$ cat config.mk
export PLATFORM = sky130hd
export DESIGN_NAME = cmr_front
export DESIGN_NICKNAME = d
export VERILOG_FILES = /design/src/cmr_pkg.sv /design/src/cmr_front.sv
export SDC_FILE = /design/constraint.sdc
export NUM_CORES = 1
export LEC_CHECK = 0
export BUFFER_PORTS_ARGS = -buffer_cell sky130_fd_sc_hd__buf_2
export CAP_MARGIN = 20
export CORE_MARGIN = 3
export CORE_UTILIZATION = 52
export CTS_CLUSTER_SIZE = 20
export DETAILED_ROUTE_END_ITERATION = 10
export GPL_TIMING_DRIVEN = 0
export PLACE_DENSITY = 0.85
export SLEW_MARGIN = 10
export SYNTH_ARGS = -nofsm -noshare
export SYNTH_HDL_FRONTEND = slang
export SYNTH_SLANG_ARGS = --single-unit
$ cat constraint.sdc
create_clock -name i_clk -period 5.2 [get_ports i_clk]
set_input_delay 0 -clock i_clk [delete_from_list [all_inputs] [get_ports i_clk]]
set_output_delay 0 -clock i_clk [all_outputs]
set_load 0.02 [all_outputs]
$ cat src/cmr_pkg.sv
// ----------------------------------------------------------------------------
// cmr_pkg
// Shared types, constants and helpers of the Catmull-Rom spline evaluator.
// ----------------------------------------------------------------------------
`default_nettype none

package cmr_pkg;

    // fixed point layout
    localparam int COORD_FRAC_DEF = 16;
    localparam int T_FRAC         = 16;
    localparam int R_FRAC         = 24;
    localparam int KNOT_BITS      = 20;
    localparam int TT_W           = 38;
    localparam int QUO_W          = TT_W + R_FRAC;
    localparam logic [16:0] T_ONE = 17'h10000;
    localparam logic signed [63:0] SAT_MAX = 64'sh3FFF_FFFF_FFFF_FFFF;

    // item queue between front and back
    localparam int QDEPTH = 2;
    localparam int QP_W   = $clog2(QDEPTH);
    localparam int QC_W   = $clog2(QDEPTH + 1);

    // item kinds
    localparam logic CMD_PUSH = 1'b0;
    localparam logic CMD_EVAL = 1'b1;

    // knot exponent codes
    localparam logic [1:0] ALPHA_UNIFORM = 2'd0;
    localparam logic [1:0] ALPHA_CENTRIP = 2'd1;

    typedef struct packed {
        logic               cmd;
        logic signed [31:0] x;
        logic signed [31:0] y;
        logic signed [31:0] z;
        logic [16:0]        t;
    } t_item;

    typedef enum logic [3:0] {
        S_IDLE,
        S_SEG,
        S_SQ,
        S_RT1,
        S_RT2,
        S_NORM,
        S_TT,
        S_DIV,
        S_LERP,
        S_OUT
    } t_state;

    // clamp a sum to the intermediate range
    function automatic logic signed [63:0] clamp_sat(input logic signed [64:0] v);
        logic signed [64:0] hi;
        logic signed [64:0] lo;
        hi = 65'(SAT_MAX);
        lo = -hi;
        if (v > hi) begin
            return SAT_MAX;
        end else if (v < lo) begin
            return -SAT_MAX;
        end
        return v[63:0];
    endfunction

    // clamp to signed 32 bits
    function automatic logic signed [31:0] sat32(input logic signed [63:0] v);
        if (v > 64'sh0000_0000_7FFF_FFFF) begin
            return 32'sh7FFF_FFFF;
        end else if (v < -64'sh0000_0000_8000_0000) begin
            return 32'sh8000_0000;
        end
        return v[31:0];
    endfunction

    // sign extension of a coordinate
    function automatic logic signed [63:0] sx64(input logic signed [31:0] v);
        return {{32{v[31]}}, v};
    endfunction

endpackage

`default_nettype wire

$ cat src/cmr_front.sv
// ----------------------------------------------------------------------------
// cmr_front
// Input side: takes items, clamps the curve parameter and queues them.
// ----------------------------------------------------------------------------
`default_nettype none

module cmr_front
    import cmr_pkg::*;
(
    input  wire logic   i_clk,
    input  wire logic   i_rst_n,
    input  wire logic   i_valid,
    output logic        o_ready,
    input  wire t_item  i_item,
    output logic        o_valid,
    output t_item       o_item,
    input  wire logic   i_pop
);

    t_item            r_mem [QDEPTH];
    logic [QP_W-1:0]  r_wptr;
    logic [QP_W-1:0]  r_rptr;
    logic [QC_W-1:0]  r_cnt;
    t_item            cls;
    logic             wr;

    // parameter above one reads as one
    always_comb begin
        cls = i_item;
        if (i_item.t > T_ONE) cls.t = T_ONE;
    end

    assign o_ready = (r_cnt != QC_W'(QDEPTH));
    assign wr      = i_valid && o_ready;
    assign o_valid = (r_cnt != '0);
    assign o_item  = r_mem[r_rptr];

    // queue pointers
    always_ff @(posedge i_clk) begin
        if (!i_rst_n) begin
            r_wptr <= '0;
            r_rptr <= '0;
            r_cnt  <= '0;
        end else begin
            if (wr) r_wptr <= (r_wptr == QP_W'(QDEPTH - 1)) ? '0 : r_wptr + QP_W'(1);
            if (i_pop) r_rptr <= (r_rptr == QP_W'(QDEPTH - 1)) ? '0 : r_rptr + QP_W'(1);
            if (wr && !i_pop) r_cnt <= r_cnt + QC_W'(1);
            else if (!wr && i_pop) r_cnt <= r_cnt - QC_W'(1);
        end
    end

    // queue storage
    always_ff @(posedge i_clk) begin
        if (wr) r_mem[r_wptr] <= cls;
    end

endmodule

`default_nettype wire

Yosys cells after proc, flatten, opt, wreduce, memory -nomap -nowiden
Memory sizes are Yosys's and may differ from the RTL's. A register that Yosys moved wholly into a read port is not among the register bits.
Cells that the tools add are included.
{"block": "totals", "register_bits": 4, "ram_bits": 228, "out_inout_bits": 116, "wordCells": 26, "memories": 1}
{"name": "r_mem", "depth": 2, "width": 114, "read_ports": 1, "rd_ports_with_merged_regs": 1, "write_ports": 1, "line_no": "cmr_front.sv:20", "rtl": "t_item r_mem [QDEPTH];"}
{"block": "classes", "add_sub_neg": 4, "magnitude_cmp": 1, "n_eq_ne": 1, "n_mux": 9, "n_reduce_logical": 7}
{"op": "$gt 17x17->1 const B", "n": 1}
{"op": "$mux 17", "n": 1}
{"op": "$mux 1", "n": 6}
{"op": "$mux 2", "n": 2}
{"op": "$reduce_bool 2->1", "n": 2}
{"op": "$logic_and 1x1->1", "n": 3}
{"op": "$add 1x1->1 const B", "n": 2}
{"op": "$add 2x1->2 const B", "n": 1}
{"op": "$logic_not 1->1", "n": 2}
{"op": "$ne 2x2->1 const B", "n": 1}
{"op": "$sub 2x1->2 const B", "n": 1}

Logic depth before layout (Yosys ltp)
Gate-level depths: netlist (run 1).
{"block": "depth", "depth_word": 6, "depth_mapped": 6}

Worst setup path before layout (run 1)
OpenSTA, ideal clock, no wires.
{"block": "synth_path", "path_type": "register -> register", "startpoint": "register r_cnt[0]", "endpoint": "memory r_mem[1][0] in the netlist's numbering (enable)", "setup_time_ps": 487, "t_arrival_ps": 3391, "setup_slack_ps": 1322, "path_stages_with_launch": 3, "path_buffers": 0, "cell_sequence": "dfxtp_1 nand2b_1 and3_1"}
{"block": "synth_between", "elab_chain_cells": 4}
{"item": "from (decl)", "line_no": "cmr_front.sv:23", "rtl": "logic [QC_W-1:0] r_cnt;"}
{"item": "from (signal assigned)", "line_no": "cmr_front.sv:47", "rtl": "if (wr && !i_pop) r_cnt <= r_cnt + QC_W'(1);"}
{"item": "from (signal assigned)", "line_no": "cmr_front.sv:48", "rtl": "else if (!wr && i_pop) r_cnt <= r_cnt - QC_W'(1);"}
{"item": "$ne 2x2->1", "line_no": "cmr_front.sv:33", "rtl": "assign o_ready = (r_cnt != QC_W'(QDEPTH));"}
{"item": "via o_ready", "line_no": "cmr_front.sv:13", "rtl": "output logic o_ready,"}
{"item": "$logic_and 1x1->1", "line_no": "cmr_front.sv:34", "rtl": "assign wr = i_valid && o_ready;"}
{"item": "$mux 1", "line_no": "cmr_front.sv:54", "rtl": "if (wr) r_mem[r_wptr] <= cls;"}
{"item": "$mux 1 (not written as such)", "line_no": "cmr_front.sv:54"}
{"item": "to (decl)", "line_no": "cmr_front.sv:20"}
The timed path passes the listed nets, and every way through them passes these cells.

Worst setup path in the final report (run 1)
{"block": "layout_path", "startpoint": "register r_cnt[0]", "endpoint": "memory r_mem[1][86] in the netlist's numbering (enable)"}
{"block": "layout_between", "elab_chain_cells": 4}
{"item": "$ne 2x2->1", "line_no": "cmr_front.sv:33"}
{"item": "$logic_and 1x1->1", "line_no": "cmr_front.sv:34"}
{"item": "$mux 1", "line_no": "cmr_front.sv:54"}
{"item": "$mux 1 (not written as such)", "line_no": "cmr_front.sv:54"}
Every way passes these cells.

==> results of run 1 <==
placed cells by master, fill, tap and decap left out, drive strengths merged:
| cell type | netlist | final |
|---|---|---|
| buf | 13 | 248 |
| o21ai | 1 | 1 |
| a21bo | 1 | 1 |
| and3 | 1 | 1 |
| a41oi | 1 | 1 |
| dfxtp | 5 | 5 |
| nand2b | 1 | 1 |
| clkinvlp | 0 | 1 |
| edfxtp | 228 | 228 |
| nand3b | 1 | 1 |
| a21oi | 2 | 2 |
| dlygate4sd3 | 0 | 118 |
| nor2 | 3 | 3 |
| inv | 4 | 4 |
| xnor2 | 1 | 1 |
| ha | 1 | 1 |
| clkinv | 0 | 13 |
| nor4 | 4 | 4 |
| xor2 | 2 | 2 |
| mux2 | 114 | 114 |
| or3 | 1 | 1 |
| nor2b | 16 | 16 |
| and2 | 1 | 1 |
| or2 | 1 | 1 |
| clkbuf | 1 | 30 |
through the flow:
step / hold WS (ns) / std cells
floorplan: 0.09887 / 403
global placement: 0.1873 / 852
detailed placement: 0.1909 / 854
CTS: 0.1960 / 1015
global route: 0.2151 / 1015
finish: 0.2223 / 1015
critical path, stage by stage (launching register included):
cell      delay, ns
dfxtp_1        0.41
nand2b_1       0.24
and3_4         0.72
buf_16         0.36
how the worst max path moves through the flow:
| stage | end | slack [ns] |
|---|---|---|
| 6_report | r_mem[1][86] | 3.05 |
| 5_1_grt | r_mem[1][86] | 2.92 |
| 4_1_cts | r_mem[1][86] | 3.05 |
| 3_5_place_dp | r_mem[1][26] | 3.13 |
| 3_3_place_gp | r_mem[1][29] | 0.32 |
| 2_1_floorplan | r_mem[1][0] | 1.32 |
cells by family (layout without fill, tap and decap cells):
group | Yosys count | after routing | share of synthesized area
mux | 114 | 114 | 0.1481
buf+inv | 18 | 414 | 0.01472
simple gates | 29 | 29 | 0.02540
compound gates | 5 | 5 | 0.006061
fa+ha+maj | 1 | 1 | 0.001443
flops | 233 | 233 | 0.8013
xor+xnor | 3 | 3 | 0.003031
metal layers:
| layer | global-route usage | vias up | share of wire |
|---|---|---|---|
| met3 | 0.05924 | 41 | 0.080 |
| met5 | 0 | - | 0 |
| li1 | - | 2346 | - |
| met2 | 0.3968 | 221 | 0.53 |
| met4 | 0.07279 | 0 | 0.027 |
| met1 | 0.2450 | 2489 | 0.36 |
area by class of cell:
class / instances / area share
Buffer: 14 / 0.009329
Clock buffer: 29 / 0.05307
Clock inverter: 14 / 0.006427
Inverter: 4 / 0.001659
Multi-Input combinational cell: 152 / 0.1326
Sequential cell: 233 / 0.5755
Tap cell: 216 / 0.02239
Timing Repair Buffer: 353 / 0.1990
state kept, by name, indices dropped and copies added (netlist names), named ones only:
register / count
r_cnt: 2
r_rptr: 1
r_wptr: 1
r_mem: 228
what timing repair did:
action / in CTS / in global routing
hold buffers: 118 / 0
resized for setup: 0 / 0
endpoints found under the hold margin: 233 / 0
power breakdown:
| part | total, uW | internal, uW | leakage, uW | switching (uW) |
|---|---|---|---|---|
| combinational | 833 | 345 | 0.00206 | 489 |
| clock | 1550 | 879 | 0.000355 | 676 |
| sequential | 2330 | 2280 | 0.00218 | 49.2 |
| total | 4720 | 3500 | 0.00459 | 1210 |
==> Implementation_results.wiki, run 1 <==
{| class="wikitable"
! Metric !! Value
|-
| Status || completed
|-
| Weighted congestion reported at the end of routability-driven placement || 0.7322
|-
| Leakage power total || 0.004587 uW
|-
| Vias in the first global route || 5652
|-
| Combined global-route utilization of all metal layers || 0.2169
|-
| Port buffer count || 233
|-
| Clk buf depth || 3
|-
| Final Setup Violations || 0
|-
| Number of nets in the synthesized netlist || 522
|-
| Data arrival time at the worst-slack endpoint || 2.30 ns
|-
| Signed area change from the synthesized netlist to the final layout || 39.23%
|-
| Achievable clock frequency || 465.7 MHz
|-
| Total CTS buffers || 24
|-
| DPL Wire Length || 11.33 mm
|-
| Number of synthesis warnings || 0
|-
| Setup repair after global routing missed its margin || false
|-
| Total wire length after detailed routing || 20.15 mm
|-
| Clk root buf || clkbuf_16
|-
| Largest net degree at the start of global routing || 65
|-
| Share of synthesized registers carrying an async set or reset || 0
|-
| Global-route congestion overflow total || 0
|-
| Count of filler cells inserted in the layout || 886
|-
| CTS tree || yes
|-
| Core footprint || 16120 sq um
|-
| Hold endpoint || r_mem[0][78]
|-
| Synthesized area per cell || 21.51 sq um
|-
| Starting Density || 0.5380
|-
| Clock tree sinks || 233
|-
| Library cell with the largest summed area after synthesis || edfxtp_1
|-
| Number of unique standard cell types used by synthesis || 25
|-
| Most common cell in the synthesized netlist || edfxtp_1
|-
| Placed instance area || 10170 sq um
|-
| Summed instance area of the synthesized netlist || 8670 sq um
|-
| Average vias per placed instance || 5.022
|-
| Source of the worst register-to-register timing path || r_cnt[0]
|-
| Wire length of the first global-routing pass || 30.52 mm
|-
| Total power draw || 4718 uW
|-
| Total die area || 18260 sq um
|-
| Worst setup path startpoint || r_cnt[0]
|-
| Endpoint kind of the worst setup timing path || flop
|-
| Fraction of layout instances using a drive strength above 1 || 0.5081
|-
| Worst setup timing slack at the placement stage || 3.132 ns
|-
| Residual DRC count || 0
|-
| Slew Limit Headroom || 0.4905
|-
| Largest fanout on the critical path || 64
|-
| First-pass iteration count of the detailed router || 4
|-
| Hold path cells || 2
|-
| Flop2flop setup slack || 3.05 ns
|-
| Sequential area share after synthesis || 0.8013
|-
| Kind of critical path || flop to flop
|-
| Number of synthesized flops with an enable pin || 228
|-
| Share of the synthesized area in the top cell type || 0.7897
|-
| Post-route cell area || 12070 sq um
|-
| Clock insertion delay at the later pin of the skew report || 0.50 ns
|-
| Worst EP required || 5.35 ns
|-
| Post-route antenna net violation count || 0
|-
| Number of levels in the clock H-tree || 1
|-
| Crit path setup slack, layout || 3.053 ns
|-
| Final critical delay including setup and external delays || 2.147 ns
|-
| Total via count after detailed routing || 5097
|-
| Endpoint of the lowest-slack register-to-register path || r_mem[1][86]
|-
| Number of antenna violations at the first check in global routing || 0
|-
| Depth of the worst register-to-register path || 3
|-
| Areal power density over the cells || 390.8 nW/um^2
|-
| Final period utilization || 0.4130
|-
| Critical path startpoint category || flop
|-
| Worst supply voltage drop on vdd || 365.8 uV
|-
| Yosys reg bits || 233
|-
| Top-level port count || 234
|-
| Core occupancy in the finished layout || 0.7490
|-
| Max-cap violations || 0
|-
| Cell row count || 46
|-
| Multi-input logic area || 1600 sq um
|-
| Iteration-0 DRC count of the detailed router || 347
|-
| Type of the worst min-delay path || input port to flop
|-
| Post-detailed-route wirelength per cell || 19.85 um
|-
| Die width || 135.1 um
|-
| Most frequently used flop master after synthesis || edfxtp_1
|-
| Count of mapped cells out of synthesis || 403
|-
| Hold path startpoint || i_item[78]
|-
| List of most frequent post-synthesis cells || edfxtp_1, mux2_2, nor2b_1
|-
| Number of nets in the layout || 901
|-
| Total negative slack || 0 ns
|-
| Leading post-synthesis cells by cell area || edfxtp_1, mux2_2, dfxtp_1
|-
| Clock skew || 0.02058 ns
|-
| Actual transition at the worst max-transition pin || 0.7642 ns
|-
| Sequential cell area in the final layout || 6947 sq um
|-
| Chip height || 135.1 um
|-
| Clock slew at reported path FFs || 0.06 ns
|-
| Antenna diode count || 0
|-
| Number of hold violations in the final report || 0
|-
| Number of setup buffers added after CTS || 0
|-
| Number of pins exceeding their max-slew limit in the final report || 0
|}
No activity file was read; power rests on OpenSTA's default activity.
==> inputs of run 2 (changes only) <==
CORE_UTILIZATION = 47   (was 52)
PLACE_DENSITY = 0.82   (was 0.85)
clock period = 1.75 ns   (was 5.2 ns; I/O delays follow)
==> Implementation_results.wiki, run 2 (synthesized netlist as in run 1, its figures left out) <==
{| class="wikitable"
! Metric !! Value
|-
| Status || finished, violations left
|-
| Violated checks || negative setup slack
|-
| Slew Limit Headroom || 0.5513
|-
| Number of hold violations in the final report || 0
|-
| Data arrival time at the worst-slack endpoint || 1.76 ns
|-
| Most common cell after layout, fill and taps aside || edfxtp_1
|-
| Total die area || 20110 sq um
|-
| Post-detailed-route wirelength per cell || 20.52 um
|-
| Areal power density over the cells || 1133 nW/um^2
|-
| Number of pins exceeding their max-slew limit in the final report || 0
|-
| Number of antenna violations at the first check in global routing || 0
|-
| Leakage power total || 0.005070 uW
|-
| Most frequent cells in the layout || edfxtp_1, buf_2, dlygate4sd3_1
|-
| Wire length of the first global-routing pass || 29.95 mm
|-
| Port buffer count || 233
|-
| Type of the worst min-delay path || input port to flop
|-
| Worst EP required || 1.75 ns
|-
| Final period utilization || 1.006
|-
| First-pass iteration count of the detailed router || 4
|-
| Iteration-0 DRC count of the detailed router || 202
|-
| Starting Density || 0.4810
|-
| Core occupancy in the finished layout || 0.7243
|-
| CTS tree || yes
|-
| Sequential cell area in the final layout || 6949 sq um
|-
| Largest register by flop count || r_mem
|-
| Flip-flop count of the largest register after layout || 228
|-
| Largest fanout on the critical path || 8
|-
| Global-route congestion overflow total || 0
|-
| DPL Wire Length || 11.36 mm
|-
| Chip height || 141.8 um
|-
| Average vias per placed instance || 5.025
|-
| Clk buf depth || 3
|-
| Top Registers || r_mem: 228 flops, r_cnt: 2 flops
|-
| Post-route cell area || 13060 sq um
|-
| Achievable clock frequency || 567.9 MHz
|-
| Top-level port count || 234
|-
| Vias in the first global route || 5736
|-
| Actual transition at the worst max-transition pin || 0.6731 ns
|-
| Worst setup timing slack at the placement stage || -0.3168 ns
|-
| Total wire length after detailed routing || 21.40 mm
|-
| Total CTS buffers || 24
|-
| Post-route antenna net violation count || 0
|-
| Clock tree sinks || 233
|-
| Number of levels in the clock H-tree || 1
|-
| Clock slew at reported path FFs || 0.06 ns
|-
| Final critical delay including setup and external delays || 1.761 ns
|-
| Placed instance area || 10230 sq um
|-
| Worst supply voltage drop on vdd || 1001 uV
|-
| Clk root buf || clkbuf_16
|-
| Number of nets in the layout || 917
|-
| Crit path setup slack, layout || -0.01092 ns
|-
| Clock insertion delay at the later pin of the skew report || 0.51 ns
|-
| Kind of critical path || flop to output pin
|-
| Clock skew || 0.01485 ns
|-
| Fraction of layout instances using a drive strength above 1 || 0.5197
|-
| Die width || 141.8 um
|-
| Count of filler cells inserted in the layout || 1042
|-
| Total via count after detailed routing || 5241
|-
| Signed area change from the synthesized netlist to the final layout || 50.58%
|-
| Final Setup Violations || 1
|-
| Endpoint kind of the worst setup timing path || output pin
|-
| Weighted congestion reported at the end of routability-driven placement || 0.7615
|-
| Antenna diode count || 0
|-
| Residual DRC count || 0
|-
| Setup repair after global routing missed its margin || true
|-
| Core footprint || 18020 sq um
|-
| Cell row count || 49
|-
| Multi-input logic area || 1826 sq um
|-
| Largest net degree at the start of global routing || 61
|-
| Combined global-route utilization of all metal layers || 0.1881
|-
| Critical path startpoint category || flop
|-
| Max-cap violations || 0
|}
-- run 2: changes by cell type in the layout (fill, tap and decap cells not counted), sizes merged, moves of 2 or more --
cell / change
buf: +4
clkinvlp: +3
clkinv: -5
clkbuf: +11
and3: +2
-- run 2: stage by stage --
stage               hold slack [ns]  power, uW  instances  setup TNS (ns)
floorplan                   0.09887       8424        403         -186.97
global placement             0.1867       9155        865         -329.36
detailed placement           0.1918       9276        869          -30.46
CTS                          0.1909      14290       1036          -2.957
global route                 0.2084      15340       1043          -2.637
finish                       0.2214      14790       1043        -0.01092
-- run 2: worst paths after layout --
check	cells past startpoint	endpoint	slack, ns	start
worst min register to register	2	r_cnt[0]	0.56	r_cnt[0]
worst max-delay path	5	o_item[34]	-0.01	flop
worst max register to register	2	r_mem[1][29]	0.08	r_wptr
worst min-delay path	2	r_mem[0][76]	0.22	i_item[76]
-- run 2: report_power, final --
part           total (uW)  internal, uW  switching (uW)
sequential           6940          6780             162
combinational        3130          1550            1590
clock                4730          2750            1980
-- run 2: timing repair --
item | CTS | global route
gates cloned | 3 | 8
hold endpoints to repair | 233 | 0
pin swaps | 2 | 0
resized for setup | 25 | 187
hold buffers | 118 | 0
setup buffers | 4 | 0
endpoints found under the setup margin | 266 | 132
-- run 2: cell type report --
class                   count  share of cell area
flip-flops and latches    233              0.5323
repair buffers            366              0.2331
multi-input cells         154              0.1398
clock buffers              31             0.04965
well taps                 229             0.02195
plain buffers              14             0.01505
clock inverters            11            0.006134
inverters                   4            0.001438
repair inverters            1           0.0005750
-- run 2: layer usage --
layer	track usage	wire length [um]
met1	0.2205	7842
met2	0.3280	11300
met3	0.05325	1569
met4	0.07424	692
met5	0	0
-- run 2: critical path, cell delays in order, from the launching register on --
cell	delay (ns)
dfxtp_2	0.34
buf_12	0.14
clkbuf_16	0.16
buf_8	0.12
mux2_2	0.36
buf_6	0.14
